[src/hdl/cms_pkg.sv]
// cms_pkg: shared types and constants for the can message segmenter
// no dependencies; used by the channel interfaces and all modules
package cms_pkg;

  localparam logic        KIND_HEADER = 1'b0;
  localparam logic        KIND_DATA   = 1'b1;

  localparam logic [10:0] LIMIT_CAP   = 11'd1783;
  localparam logic [10:0] SINGLE_MAX  = 11'd8;

  // ceil((len - 5) / 7) = floor((len + 1) * RECIP_7 >> RECIP_SHIFT) for len up to 1783
  localparam logic [11:0] RECIP_7     = 12'd2341;
  localparam int          RECIP_SHIFT = 14;

  localparam logic [1:0]  ORDER_SINGLE = 2'd0;
  localparam logic [1:0]  ORDER_FIRST  = 2'd1;
  localparam logic [1:0]  ORDER_MIDDLE = 2'd2;
  localparam logic [1:0]  ORDER_LAST   = 2'd3;

  localparam logic [3:0]  FRAME_FULL   = 4'd8;

  typedef enum logic [1:0] {
    PH_IDLE,
    PH_SINGLE,
    PH_FIRST,
    PH_REST
  } phase_t;

  typedef struct packed {
    logic        kind;
    logic [10:0] msg_length;
    logic [4:0]  node_number;
    logic [3:0]  frame_kind;
    logic [7:0]  payload_type;
    logic [7:0]  payload_byte;
  } item_t;

  typedef struct packed {
    logic        error;
    logic [10:0] std_id;
    logic [3:0]  dlc;
    logic [7:0]  byte0;
    logic [7:0]  byte1;
    logic [7:0]  byte2;
    logic [7:0]  byte3;
    logic [7:0]  byte4;
    logic [7:0]  byte5;
    logic [7:0]  byte6;
    logic [7:0]  byte7;
    logic        final_frame;
  } frame_t;

endpackage

[src/hdl/cms_item_if.sv]
// cms_item_if: valid/ready channel carrying one input item
// depends on cms_pkg
interface cms_item_if import cms_pkg::*; ();
  logic  valid;
  logic  ready;
  item_t data;

  modport source (output valid, output data, input ready);
  modport sink (input valid, input data, output ready);
endinterface

[src/hdl/cms_frame_if.sv]
// cms_frame_if: valid/ready channel carrying one result frame
// depends on cms_pkg
interface cms_frame_if import cms_pkg::*; ();
  logic   valid;
  logic   ready;
  frame_t data;

  modport source (output valid, output data, input ready);
  modport sink (input valid, input data, output ready);
endinterface

[src/hdl/cms_core.sv]
// cms_core: segmenter state and per-item frame building logic
// depends on cms_pkg
module cms_core import cms_pkg::*; (
  input  logic        clk,
  input  logic        rst,
  input  logic        fire,
  input  item_t       item,
  input  logic [10:0] max_length,
  output logic        emit,
  output frame_t      frame
);

  phase_t      phase, phase_next;
  logic [10:0] bytes_left, bytes_left_next;
  logic [7:0]  frame_number, frame_number_next;
  logic [7:0]  frame_total, frame_total_next;
  logic [7:0]  frame_bytes [8];
  logic [7:0]  frame_bytes_next [8];
  logic [3:0]  fill_count, fill_count_next;
  logic [4:0]  held_node, held_node_next;
  logic [3:0]  held_type, held_type_next;

  logic        is_header;
  logic [10:0] len;
  logic [10:0] limit;
  logic [10:0] len_plus;
  logic [22:0] prod;
  logic [7:0]  total;
  logic [3:0]  fill_inc;
  logic [10:0] left_dec;
  logic [7:0]  number_inc;
  logic [7:0]  fb_wr [8];
  logic [7:0]  masked [8];

  logic        err;
  logic [1:0]  code;
  logic [3:0]  dlc;
  logic        last;

  assign is_header  = item.kind == KIND_HEADER;
  assign len        = item.msg_length;
  assign limit      = (max_length > LIMIT_CAP) ? LIMIT_CAP : max_length;
  assign len_plus   = len + 11'd1;
  assign prod       = 23'(len_plus) * 23'(RECIP_7);
  assign total      = prod[RECIP_SHIFT +: 8] + 8'd1;
  assign fill_inc   = fill_count + 4'd1;
  assign left_dec   = bytes_left - 11'd1;
  assign number_inc = frame_number + 8'd1;

  always_comb begin
    fb_wr = frame_bytes;
    fb_wr[fill_count[2:0]] = item.payload_byte;
  end

  // next state
  always_comb begin
    phase_next        = phase;
    bytes_left_next   = bytes_left;
    frame_number_next = frame_number;
    frame_total_next  = frame_total;
    frame_bytes_next  = frame_bytes;
    fill_count_next   = fill_count;
    held_node_next    = held_node;
    held_type_next    = held_type;
    if (fire) begin
      if (is_header) begin
        held_node_next = item.node_number;
        held_type_next = item.frame_kind;
        for (int k = 0; k < 8; k++) frame_bytes_next[k] = 8'd0;
        fill_count_next = 4'd0;
        if (len <= SINGLE_MAX) begin
          bytes_left_next = len;
          phase_next      = (len == 11'd0) ? PH_IDLE : PH_SINGLE;
        end else if (len > limit) begin
          bytes_left_next = 11'd0;
          phase_next      = PH_IDLE;
        end else begin
          frame_total_next    = total;
          frame_number_next   = 8'd1;
          frame_bytes_next[0] = 8'd1;
          frame_bytes_next[1] = total;
          frame_bytes_next[2] = item.payload_type;
          fill_count_next     = 4'd3;
          bytes_left_next     = len;
          phase_next          = PH_FIRST;
        end
      end else if (phase != PH_IDLE) begin
        frame_bytes_next = fb_wr;
        fill_count_next  = fill_inc;
        bytes_left_next  = left_dec;
        unique case (phase)
          PH_SINGLE: begin
            if (left_dec == 11'd0) phase_next = PH_IDLE;
          end
          PH_FIRST: begin
            if (fill_inc >= FRAME_FULL) begin
              frame_number_next = number_inc;
              for (int k = 0; k < 8; k++) frame_bytes_next[k] = 8'd0;
              frame_bytes_next[0] = number_inc;
              fill_count_next     = 4'd1;
              phase_next          = PH_REST;
            end
          end
          PH_REST: begin
            if (left_dec == 11'd0) begin
              phase_next = PH_IDLE;
            end else if (fill_inc >= FRAME_FULL) begin
              frame_number_next = number_inc;
              for (int k = 0; k < 8; k++) frame_bytes_next[k] = 8'd0;
              frame_bytes_next[0] = number_inc;
              fill_count_next     = 4'd1;
            end
          end
          default: begin
          end
        endcase
      end
    end
  end

  // result
  always_comb begin
    emit = 1'b0;
    err  = 1'b0;
    code = ORDER_SINGLE;
    dlc  = 4'd0;
    last = 1'b0;
    if (fire) begin
      if (is_header) begin
        if (len == 11'd0) begin
          emit = 1'b1;
          last = 1'b1;
        end else if (len > SINGLE_MAX && len > limit) begin
          emit = 1'b1;
          err  = 1'b1;
        end
      end else begin
        unique case (phase)
          PH_SINGLE: begin
            if (left_dec == 11'd0) begin
              emit = 1'b1;
              dlc  = fill_inc;
              last = 1'b1;
            end
          end
          PH_FIRST: begin
            if (fill_inc >= FRAME_FULL) begin
              emit = 1'b1;
              code = ORDER_FIRST;
              dlc  = FRAME_FULL;
            end
          end
          PH_REST: begin
            if (left_dec == 11'd0) begin
              emit = 1'b1;
              code = ORDER_LAST;
              dlc  = fill_inc;
              last = 1'b1;
            end else if (fill_inc >= FRAME_FULL) begin
              emit = 1'b1;
              code = ORDER_MIDDLE;
              dlc  = FRAME_FULL;
            end
          end
          default: begin
          end
        endcase
      end
    end

    for (int k = 0; k < 8; k++) begin
      masked[k] = (4'(k) < dlc && !is_header) ? fb_wr[k] : 8'd0;
    end

    if (err) begin
      frame       = '0;
      frame.error = 1'b1;
    end else begin
      frame.error       = 1'b0;
      frame.std_id      = is_header ? {item.frame_kind, item.node_number, code}
                                    : {held_type, held_node, code};
      frame.dlc         = dlc;
      frame.byte0       = masked[0];
      frame.byte1       = masked[1];
      frame.byte2       = masked[2];
      frame.byte3       = masked[3];
      frame.byte4       = masked[4];
      frame.byte5       = masked[5];
      frame.byte6       = masked[6];
      frame.byte7       = masked[7];
      frame.final_frame = last;
    end
  end

  always_ff @(posedge clk) begin
    if (rst) begin
      phase        <= PH_IDLE;
      bytes_left   <= 11'd0;
      frame_number <= 8'd0;
      frame_total  <= 8'd0;
      for (int k = 0; k < 8; k++) frame_bytes[k] <= 8'd0;
      fill_count   <= 4'd0;
      held_node    <= 5'd0;
      held_type    <= 4'd0;
    end else begin
      phase        <= phase_next;
      bytes_left   <= bytes_left_next;
      frame_number <= frame_number_next;
      frame_total  <= frame_total_next;
      frame_bytes  <= frame_bytes_next;
      fill_count   <= fill_count_next;
      held_node    <= held_node_next;
      held_type    <= held_type_next;
    end
  end

endmodule

[src/hdl/cms_out_buf.sv]
// cms_out_buf: result register with a skid stage in front of the output channel
// depends on cms_pkg and cms_frame_if
module cms_out_buf import cms_pkg::*; (
  input  logic        clk,
  input  logic        rst,
  input  logic        push,
  input  frame_t      push_data,
  output logic        space,
  cms_frame_if.source out_ch
);

  logic   out_valid;
  frame_t out_data;
  logic   skid_valid;
  frame_t skid_data;

  assign space        = !skid_valid;
  assign out_ch.valid = out_valid;
  assign out_ch.data  = out_data;

  always_ff @(posedge clk) begin
    if (rst) begin
      out_valid  <= 1'b0;
      skid_valid <= 1'b0;
    end else if (skid_valid) begin
      if (out_ch.ready) begin
        out_data   <= skid_data;
        skid_valid <= 1'b0;
      end
    end else if (push) begin
      if (!out_valid || out_ch.ready) begin
        out_data  <= push_data;
        out_valid <= 1'b1;
      end else begin
        skid_data  <= push_data;
        skid_valid <= 1'b1;
      end
    end else if (out_ch.ready) begin
      out_valid <= 1'b0;
    end
  end

endmodule

[src/hdl/can_message_segmenter_top.sv]
// can message segmenter: one input item in, at most one CAN frame out per item
// path: items are registered in s1_item, frames in the result register (or skid)
// throughput: one item per cycle unless out_ch stalls, set by s1 and result/skid pair
// reset: synchronous, clears phase, counters and held header; max_length returns to 1783
// depends on cms_pkg, cms_item_if, cms_frame_if, cms_core, cms_out_buf
module can_message_segmenter_top import cms_pkg::*; (
  input  logic        clk,
  input  logic        rst,
  cms_item_if.sink    in_ch,
  cms_frame_if.source out_ch,
  input  logic        cfg_write_en,
  input  logic [10:0] cfg_write_data
);

  logic [10:0] max_length;
  logic        s1_valid;
  item_t       s1_item;
  logic        space;
  logic        fire;
  logic        emit;
  frame_t      frame;

  assign fire        = s1_valid && space;
  assign in_ch.ready = !s1_valid || fire;

  always_ff @(posedge clk) begin
    if (rst) begin
      max_length <= LIMIT_CAP;
    end else if (cfg_write_en) begin
      max_length <= cfg_write_data;
    end
  end

  always_ff @(posedge clk) begin
    if (rst) begin
      s1_valid <= 1'b0;
    end else if (in_ch.ready) begin
      s1_valid <= in_ch.valid;
    end
  end

  always_ff @(posedge clk) begin
    if (in_ch.valid && in_ch.ready) begin
      s1_item <= in_ch.data;
    end
  end

  cms_core u_core (
    .clk        (clk),
    .rst        (rst),
    .fire       (fire),
    .item       (s1_item),
    .max_length (max_length),
    .emit       (emit),
    .frame      (frame)
  );

  cms_out_buf u_out_buf (
    .clk       (clk),
    .rst       (rst),
    .push      (emit),
    .push_data (frame),
    .space     (space),
    .out_ch    (out_ch)
  );

endmodule
[src/flat_wrapper.sv]
// flat-port wrapper written by rule: the top's interface ports become plain ports
module can_message_segmenter_top_flat import cms_pkg::*;
  (clk, rst, cfg_write_en, cfg_write_data, in_ch_valid, in_ch_data, in_ch_ready, out_ch_valid, out_ch_data, out_ch_ready);
  cms_item_if in_ch_i ();
  cms_frame_if out_ch_i ();
  input  logic clk;
  input  logic rst;
  input  logic cfg_write_en;
  input  logic [10:0] cfg_write_data;
  input wire logic [$bits(in_ch_i.valid)-1:0] in_ch_valid;
  input wire logic [$bits(in_ch_i.data)-1:0] in_ch_data;
  output wire logic [$bits(in_ch_i.ready)-1:0] in_ch_ready;
  output wire logic [$bits(out_ch_i.valid)-1:0] out_ch_valid;
  output wire logic [$bits(out_ch_i.data)-1:0] out_ch_data;
  input wire logic [$bits(out_ch_i.ready)-1:0] out_ch_ready;
  assign in_ch_i.valid = in_ch_valid;
  assign in_ch_i.data = in_ch_data;
  assign in_ch_ready = in_ch_i.ready;
  assign out_ch_valid = out_ch_i.valid;
  assign out_ch_data = out_ch_i.data;
  assign out_ch_i.ready = out_ch_ready;
  can_message_segmenter_top u_core (.clk(clk), .rst(rst), .in_ch(in_ch_i), .out_ch(out_ch_i), .cfg_write_en(cfg_write_en), .cfg_write_data(cfg_write_data));
endmodule
[config.mk]
export PLATFORM = sky130hd
export DESIGN_NAME = can_message_segmenter_top_flat
export DESIGN_NICKNAME = d
export VERILOG_FILES = /design/src/hdl/cms_pkg.sv /design/src/hdl/cms_item_if.sv /design/src/hdl/cms_frame_if.sv /design/src/hdl/cms_core.sv /design/src/hdl/cms_out_buf.sv /design/src/hdl/can_message_segmenter_top.sv /design/src/flat_wrapper.sv
export SDC_FILE = /design/constraint.sdc
export NUM_CORES = 1
export LEC_CHECK = 0
export BUFFER_PORTS_ARGS = -buffer_cell sky130_fd_sc_hd__buf_2
export CAP_MARGIN = 20
export CORE_MARGIN = 4
export CORE_UTILIZATION = 51
export DETAILED_ROUTE_END_ITERATION = 10
export PLACE_DENSITY_LB_ADDON = 0.2
export SYNTH_ARGS = -nofsm -noshare
export SYNTH_HDL_FRONTEND = slang
export SYNTH_SLANG_ARGS = --single-unit
[constraint.sdc]
create_clock -name clk -period 12.4 [get_ports clk]
set_clock_uncertainty 0.15 [all_clocks]
set_input_delay 3.72 -clock clk [delete_from_list [all_inputs] [get_ports clk]]
set_output_delay 3.72 -clock clk [all_outputs]
set_load 0.02 [all_outputs]
### Yosys cells after proc, flatten, opt, wreduce, memory -nomap -nowiden

Cells that the tools add are included.

* logic and storage cells: 203
* output and inout bits: 83
* register bits after elaboration: 311
* input port bits: 53

* bitwise operators: 5
* muxes and demuxes: 85
* multipliers: 1
* order comparisons: 15
* reduce and logical (&&, ||, !) cells: 31
* equal/unequal tests: 13
* add/subtract/negate cells: 5

Operator list (count)
* $mux W81: 5
* $mux W64: 4
* $pmux W64 S2: 1
* $mux W8: 15
* $mux W11: 6
* $bwmux W64: 1
* $mux W4: 9
* $mux W17: 2
* $demux W8 S3: 1
* $mux W2: 12
* $mux W1: 23
* $logic_not A11 Y1: 2
* $mul A11 B12 Y22 const B: 1
* $add A8 B1 Y8 const B: 2
* $lt A3 B4 Y1 const A: 4
* $pmux W8 S2: 1
* $ne A3 B3 Y1 const B: 5
* $logic_and A1 B1 Y1: 12
* $pmux W4 S3: 1
* $add A11 B1 Y11 const B: 1
* $gt A11 B11 Y1: 1
* $gt A11 B11 Y1 const B: 1
* $gt A11 B4 Y1 const B: 1
* $le A11 B4 Y1 const B: 1
* other kinds (24): 43

### Logic depth before layout (Yosys ltp)

Gate-level depths: netlist of run 1.

* depth in word-level cells: 14
* gate-level depth with buffers: 24

### By module

Synthesis of run 1 repeated with hierarchy kept, for this count alone.

* cell total of the unflattened synthesis: 1397
* area, all modules: 15911.5 um2

Modules (own cells, without submodules)
* cms_core: cells each 1053, area an instance 8202.9 um2, times used 1
* cms_out_buf: cells each 265, area an instance 6134.6 um2, times used 1
* can_message_segmenter_top: cells each 79, area an instance 1574.0 um2, times used 1

### Worst setup path before layout of run 1

OpenSTA, ideal clock, no wires.

* path kind: input to register
* start: input port rst
* end: register u_core.u_out_buf.skid_data[0] (netlist name), enable pin
* buffers on the path: 2
* stages: 3
* slack: 1.931 ns
* arrival: 9.698 ns
* setup time: 0.621 ns
* path through: clkbuf_1 -> clkbuf_1 -> nor3_1

* longest elaborated chain between the ends: 2

Ends and longest elaborated chain
* from (decl): RTL line flat_wrapper.sv:7 `input logic rst;`
* $not A1 Y1 (no source line)
* $reduce_and A4 Y1 (no source line)
* to (signal assigned): RTL line cms_out_buf.sv:35 `skid_data <= push_data;`
* to (decl): RTL line cms_out_buf.sv:15 `frame_t skid_data;`

Every way passes these cells.
A chain may end at the register's enable or synchronous reset.

### Worst setup path in the final report of run 1

* start: register u_core.s1_item[25] (netlist name)
* end: register u_core.u_core.frame_bytes[55] (netlist name)

* longest elaborated chain between the ends: 6

Ends and longest elaborated chain
* from (decl): RTL line can_message_segmenter_top.sv:17 `item_t s1_item;`
* from (signal assigned): RTL line can_message_segmenter_top.sv:44 `s1_item <= in_ch.data;`
* $add A11 B1 Y11: RTL line cms_core.sv:43 `assign len_plus = len + 11'd1;`
* $mul A11 B12 Y22: RTL line cms_core.sv:44 `assign prod = 23'(len_plus) * 23'(RECIP_7);`
* $add A8 B1 Y8: RTL line cms_core.sv:45 `assign total = prod[RECIP_SHIFT +: 8] + 8'd1;`
* $mux W17: RTL line cms_core.sv:74 `end else if (len > limit) begin`
* $mux W17 (*): RTL line cms_core.sv:71 `if (len <= SINGLE_MAX) begin`
* $mux W64 (*): RTL line cms_core.sv:66 `if (is_header) begin`
* to (signal assigned): RTL line cms_core.sv:210 `frame_bytes <= frame_bytes_next;`
* to (decl): RTL line cms_core.sv:17 `logic [7:0] frame_bytes [8];`

Every way passes the cells marked *; elsewhere a longest branch is shown, timed or not.

==> results.ini, run 1 <==
[drt]
drc=0
vias_per_cell=5.594
dr_total_vias=10520
drtIter0Drc=645
first_pass_iters=7
ant_nets=0
post_drt_wl_per_cell_um=17.28
routed_wl_mm=32.50

[synthesis]
synthMuxAreaShare_pct=5.507
synth_seq_cells=311
synth.distinct_cells=72
synth_fa_ha_area_share_pct=8.575
yosysTopAreaCell=edfxtp_1
syn_avg_cell_area_um2=11.13
synth_top_family_by_area=compound AO/OA/AOI/OAI gates
synth-simple-area-share_pct=12.26
yosys.area.top_type_share_pct=39.61
yosys-top-cells-area=edfxtp_1 (40%), dfxtp_1 (15%), ha_1 (6.7%), mux2i_1 (5.5%), nor2_1 (4.8%)
syn-num-nets=1503
synth_area_um2=15090
synth_compound_area_share_pct=14.08
synth-xor-area-share_pct=2.065
synth-async-reset-ratio_pct=0
seq_area_frac_synth_pct=54.47
syn_inst=1355
yosys_warnings=0
synth_ff_type=edfxtp_1
synth_edf_count=199

[layout]
drive_gt1_share_pct=15.43
nNetsFinal=1620
antenna_cells=0
fillers=2424
syn_to_final_growth_pct=14.41
stdcell_area_um2=17260

[place]
place_area_um2=16110
place_ws_ns=5.602
io_buffer_count=135
gp_congestion=0.8310
dp_hpwl_mm=22.30

[hold_path]
min_to=u_core.u_core.held_node[0]
hold_path.class=register to register
hp-start=u_core.u_core.held_node[0]
worstHoldPathCells=2

[timing]
tightestPinTransition_ns=1.017
final.setup.tns_ns=0
post-route-min-period_ns=6.561
slew-limit-headroom_pct=32.22
slew_violations=0
hold_viol=0
period_share_pct=52.91
rsz0062_at_grt=false
final-setup-viol-count=0
fmax_mhz=152.4
worst_slack_ns=5.839

[cts]
h-tree-depth=2
clock-sinks=311
cts_made_buffers=34
cts_tree=done
post_cts_resized=0
cts_setup_buffers=0
cts-hold-fix-buffers=0
cts_root_buf=clkbuf_16
insertion_delay_ns=0.51
clkTransAtPathRegs_ns=0.06
cts_buffer_depth=3

[die]
dieArea_um2=32400
die_h_um=180.0
io_pins=136
coreArea_um2=28940
row_count=62
start_util_pct=52.14
die_width_um=180.0

[power]
power_density_nw_per_um2=153.8
vdd_drop_max_uv=103.5
p_total_mw=2.655
power.leakage_nw=7.332

[critical_path]
rr_startpoint=u_core.s1_item[25]
critPathRequiredTime_ns=12.61
r2r_slack_ns=5.84
reg2reg_to=u_core.u_core.frame_bytes[55]
path_class=register to register
reg2reg_depth=23
startpoint_type=register
endpoint_kind=register
arrival_ns=6.77
critPathMaxFanout=7

[job]
drv_cap=0

[global_route]
antenna_found_initial=0
grt_max_degree=86
grt_pass1_vias=10510
grt_pass1_wl_mm=53.90
grt-ovfl-total=0
grt_usage_pct=19.94

[run_status]
status=finished, final reports clean

==> worst max-delay path by stage <==
stage | slack, ns | endpoint | start | depth (start not counted)
4_1_cts | 5.84 | u_core.u_core.frame_bytes[55] | u_core.s1_item[25] | 23
3_3_place_gp | 5.66 | u_core.u_out_buf.out_ch.data[24] | rst | 5
2_1_floorplan | 1.93 | u_core.u_out_buf.skid_data[0] | rst | 3
5_1_grt | 5.26 | u_core.u_core.frame_bytes[55] | u_core.s1_item[25] | 23
6_report | 5.84 | u_core.u_core.frame_bytes[55] | u_core.s1_item[25] | 23
3_5_place_dp | 5.60 | u_core.u_out_buf.out_ch.data[56] | rst | 5
==> power breakdown <==
group	leakage, nW	switching [mW]	internal, mW	total, mW
Combinational	4.01	0.292	0.197	0.489
Sequential	2.77	0.0242	1.12	1.14
Clock	0.557	0.411	0.615	1.03
==> cells by family after synthesis <==
logic type,after synthesis
compound gates,306
xor+xnor,33
fa+ha+maj,95
buf+inv,121
flops,311
mux,83
simple gates,406
==> synth_stat cells, drive strengths merged (7+ instances only) <==
library cell	n
buf	12
a21oi	58
nand3	21
nand4	9
xor2	13
dfxtp	112
inv	54
and3	10
and2	7
nor2	198
a211oi	13
xnor2	20
a22oi	48
o31ai	10
a21o	73
o21a	8
fa	14
or3	7
clkbuf	55
o21ai	47
edfxtp	199
ha	81
mux2i	83
nor3	25
nand2	88
==> layout by cell type, fill, tap and decap left out, types with 14 or more instances in the layout <==
cell type / n
inv_1: 54
nand3_1: 21
dfxtp_1: 111
nor2_1: 193
buf_2: 135
fa_1: 14
nor3_1: 22
o21ai_0: 34
a21oi_1: 56
mux2i_1: 83
clkbuf_16: 35
nand2_1: 88
ha_1: 81
xnor2_1: 19
edfxtp_1: 199
a22oi_1: 48
a21o_1: 73
==> critical path: stages, from the launching register on <==
cell	delay (ns)
edfxtp_1	0.56
ha_1	0.30
nand2_1	0.07
nor2_1	0.21
nand3_1	0.12
xnor2_1	0.39
ha_1	0.27
xor2_1	0.08
ha_1	0.20
a21oi_1	0.14
fa_1	0.47
fa_1	0.56
inv_1	0.04
ha_1	0.28
ha_1	0.37
a21oi_1	0.24
a21oi_1	0.10
a211o_1	0.34
a221o_1	0.43
xnor2_2	0.21
a2111oi_4	0.43
a31o_1	0.23
a31o_1	0.14
o211ai_1	0.08
==> sequential cells by signal (all words and copies together) (netlist names), 5 cells and up <==
name                          count
u_core.max_length                11
u_core.s1_item                   37
u_core.u_core.bytes_left         11
u_core.u_core.frame_bytes        64
u_core.u_core.frame_number        8
u_core.u_core.held_node           5
u_core.u_out_buf.out_ch.data     81
u_core.u_out_buf.skid_data       81
==> metrics by stage <==
stage | cells | utilization [%] | hold WS, ns
final | 1881 | 59.65 | 0.3090
after global placement | 1820 | 55.68 | 0.2886
after detailed placement | 1820 | 55.68 | 0.2983
after floorplan | 1355 | - | 0.2813
after CTS | 1881 | 59.65 | 0.3087
after global routing | 1881 | 59.65 | 0.3298
==> final cells by class <==
type | count | area [um^2] | share of cell area [%]
inverter | 54 | 202.7 | 1.174
sequential | 311 | 8222 | 47.63
timing repair buffer | 148 | 773.2 | 4.480
clock inverter | 17 | 188.9 | 1.095
tap | 384 | 480.5 | 2.784
clock buffer | 44 | 959.7 | 5.560
multi-input combinational | 923 | 6434 | 37.27
==> metal layers <==
metal  global-route usage (%)  up-vias  wire length (um)
met5                        0        -                 0
met4                    4.633        0               561
met3                    4.204       48              1900
met2                    33.30      268             15570
met1                    26.95     5020             14470
li1                         -     5187                 -
No activity file was read; power rests on OpenSTA's default activity.
==> run 2, diff against run 1 <==
ABC_AREA = 1   (was default)
clock period = 6.3 ns   (was 12.4 ns; I/O delays follow)
==> results.ini, run 2 <==
[cts]
cts_setup_buffers=0
cts_tree=done
insertion_delay_ns=0.53
clkTransAtPathRegs_ns=0.06
h-tree-depth=2
cts_buffer_depth=3
cts_root_buf=clkbuf_16
post_cts_resized=0
clock-sinks=311
cts_made_buffers=34
cts-hold-fix-buffers=0

[place]
place_ws_ns=0.4481
gp_congestion=0.8641
place_area_um2=16730
io_buffer_count=135
dp_hpwl_mm=25.39

[global_route]
antenna_found_initial=0
grt-ovfl-total=0
grt_usage_pct=22.30
grt_max_degree=84
grt_pass1_wl_mm=61.17
grt_pass1_vias=11980

[drt]
drtIter0Drc=1037
first_pass_iters=5
routed_wl_mm=37.60
drc=0
dr_total_vias=12450
ant_nets=0
vias_per_cell=5.298
post_drt_wl_per_cell_um=16.01

[hold_path]
hp-start=u_core.max_length[0]
min_to=u_core.max_length[0]
worstHoldPathCells=2
hold_path.class=register to register

[timing]
tightestPinTransition_ns=1.025
final-setup-viol-count=0
slew-limit-headroom_pct=31.61
fmax_mhz=172.4
hold_viol=0
post-route-min-period_ns=5.800
final.setup.tns_ns=0
worst_slack_ns=0.5005
slew_violations=0
period_share_pct=92.06

[critical_path]
reg2reg_to=u_core.u_core.frame_bytes[54]
r2r_slack_ns=0.50
path_buf_inv=3
path_class=register to register
crit_family=simple AND/OR/NAND/NOR gates
crit_top_cell=nand2_1
endpoint_kind=register
critPathSlowestCell=fa_1
cpPeakStageDelay_ns=0.55
arrival_ns=6.09
critPathRequiredTime_ns=6.59
critPathMaxFanout=6
startpoint_type=register
reg2reg_depth=28
rr_startpoint=u_core.s1_item[27]

[layout]
drive_gt1_share_pct=12.34
layout.cells.most_common_list=nand2_1 (544), inv_1 (206), edfxtp_1 (199)
stdcell_area_um2=17840
antenna_cells=0
syn_to_final_growth_pct=13.50
final_common_cell=nand2_1
nNetsFinal=2075

[synthesis]
syn-num-nets=1957
yosys.area.top_type_share_pct=38.01
yosys-top-cells-area=edfxtp_1 (38%), dfxtp_1 (14%), nand2_1 (13%), ha_1 (6.4%), inv_1 (4.9%)
yosysTopAreaCell=edfxtp_1
synth_edf_count=199
synth_ff_type=edfxtp_1
yosys_warnings=0
syn_inst=1809
seq_area_frac_synth_pct=52.27
synth_seq_cells=311
synth-async-reset-ratio_pct=0
synth_most_common_cell=nand2_1
syn_avg_cell_area_um2=8.691
synth.distinct_cells=47
synth_common_cells=nand2_1 (545), inv_1 (206), edfxtp_1 (199)
synth_area_um2=15720

[power]
p_sw_share_pct=29.24
pwr-share-comb_pct=18.8
pwr-share-clk_pct=37.9
power_density_nw_per_um2=288.5
power.leakage_nw=8.023
switchingPower_mw=1.505
vdd_drop_max_uv=148.7
intPower_mw=3.643
pwr-share-seq_pct=43.3

[die]
die_h_um=183.6
dieArea_um2=33700
coreArea_um2=30510
start_util_pct=51.53
io_pins=136
die_width_um=183.6
row_count=64

[job]
drv_cap=0

[run_status]
status=finished, final reports clean

==> run 2: per-stage QoR <==
| step | total power, mW | hold slack [ns] | util, % | cells |
|---|---|---|---|---|
| after global routing | 5.429 | 0.3246 | 58.49 | 2349 |
| final | 5.148 | 0.3105 | 58.49 | 2349 |
| after CTS | 5.180 | 0.3073 | 58.44 | 2347 |
| after floorplan | 2.984 | 0.2714 | - | 1809 |
| after global placement | 3.223 | 0.2924 | 54.84 | 2285 |
| after detailed placement | 3.235 | 0.2928 | 54.84 | 2285 |
==> run 2: cells by family (layout without fill, tap and decap cells) <==
family	Yosys count	count (layout)	synth area share [%]
AO/OA/AOI/OAI	278	278	9.534
XOR/XNOR	22	22	1.226
adder cells (fa/ha/maj)	95	95	8.229
buffers and inverters	281	425	7.035
flip-flops	311	311	52.27
AND/OR/NAND/NOR	822	822	21.70
==> run 2: worst max path at each step <==
stage          cells after the start                 start                         endpoint
2_1_floorplan                     14  u_core.max_length[8]  u_core.u_out_buf.out_ch.data[0]
3_3_place_gp                      30    u_core.s1_item[25]    u_core.u_core.frame_bytes[54]
3_5_place_dp                      30    u_core.s1_item[25]    u_core.u_core.frame_bytes[54]
4_1_cts                           30    u_core.s1_item[25]    u_core.u_core.frame_bytes[54]
5_1_grt                           28    u_core.s1_item[27]    u_core.u_core.frame_bytes[54]
6_report                          28    u_core.s1_item[27]    u_core.u_core.frame_bytes[54]
==> run 2: layout make-up <==
type	instances	area, um^2
clock buffers	42	933.4
clock inverters	20	163.9
fillers	2710	12670
inverters	216	810.8
multi-input cells	1217	6430
flip-flops and latches	311	8219
well taps	396	495.5
repair buffers	147	790.8
==> run 2: power groups by stage <==
stage	combinational [mW]	clock [mW]	sequential (mW)
6_report	0.967	1.95	2.23
5_1_grt	1.12	2.07	2.24
4_1_cts	0.967	1.98	2.23
3_5_place_dp	0.961	0	2.27
3_3_place_gp	0.950	0	2.27
2_1_floorplan	0.709	0	2.27
==> run 2: worst min-delay path, stage by stage, from the launching register on <==
cell and delay [ns]:
dfxtp_1 0.32, nand2_1 0.05, nand3_1 0.05
==> run 2: metal layers <==
metal	vias up	track usage (%)	wire length, um
met3	46	3.581	2619
li1	6195	-	-
met4	0	5.334	706
met2	377	36.14	17070
met5	-	0	0
met1	5828	31.74	17210
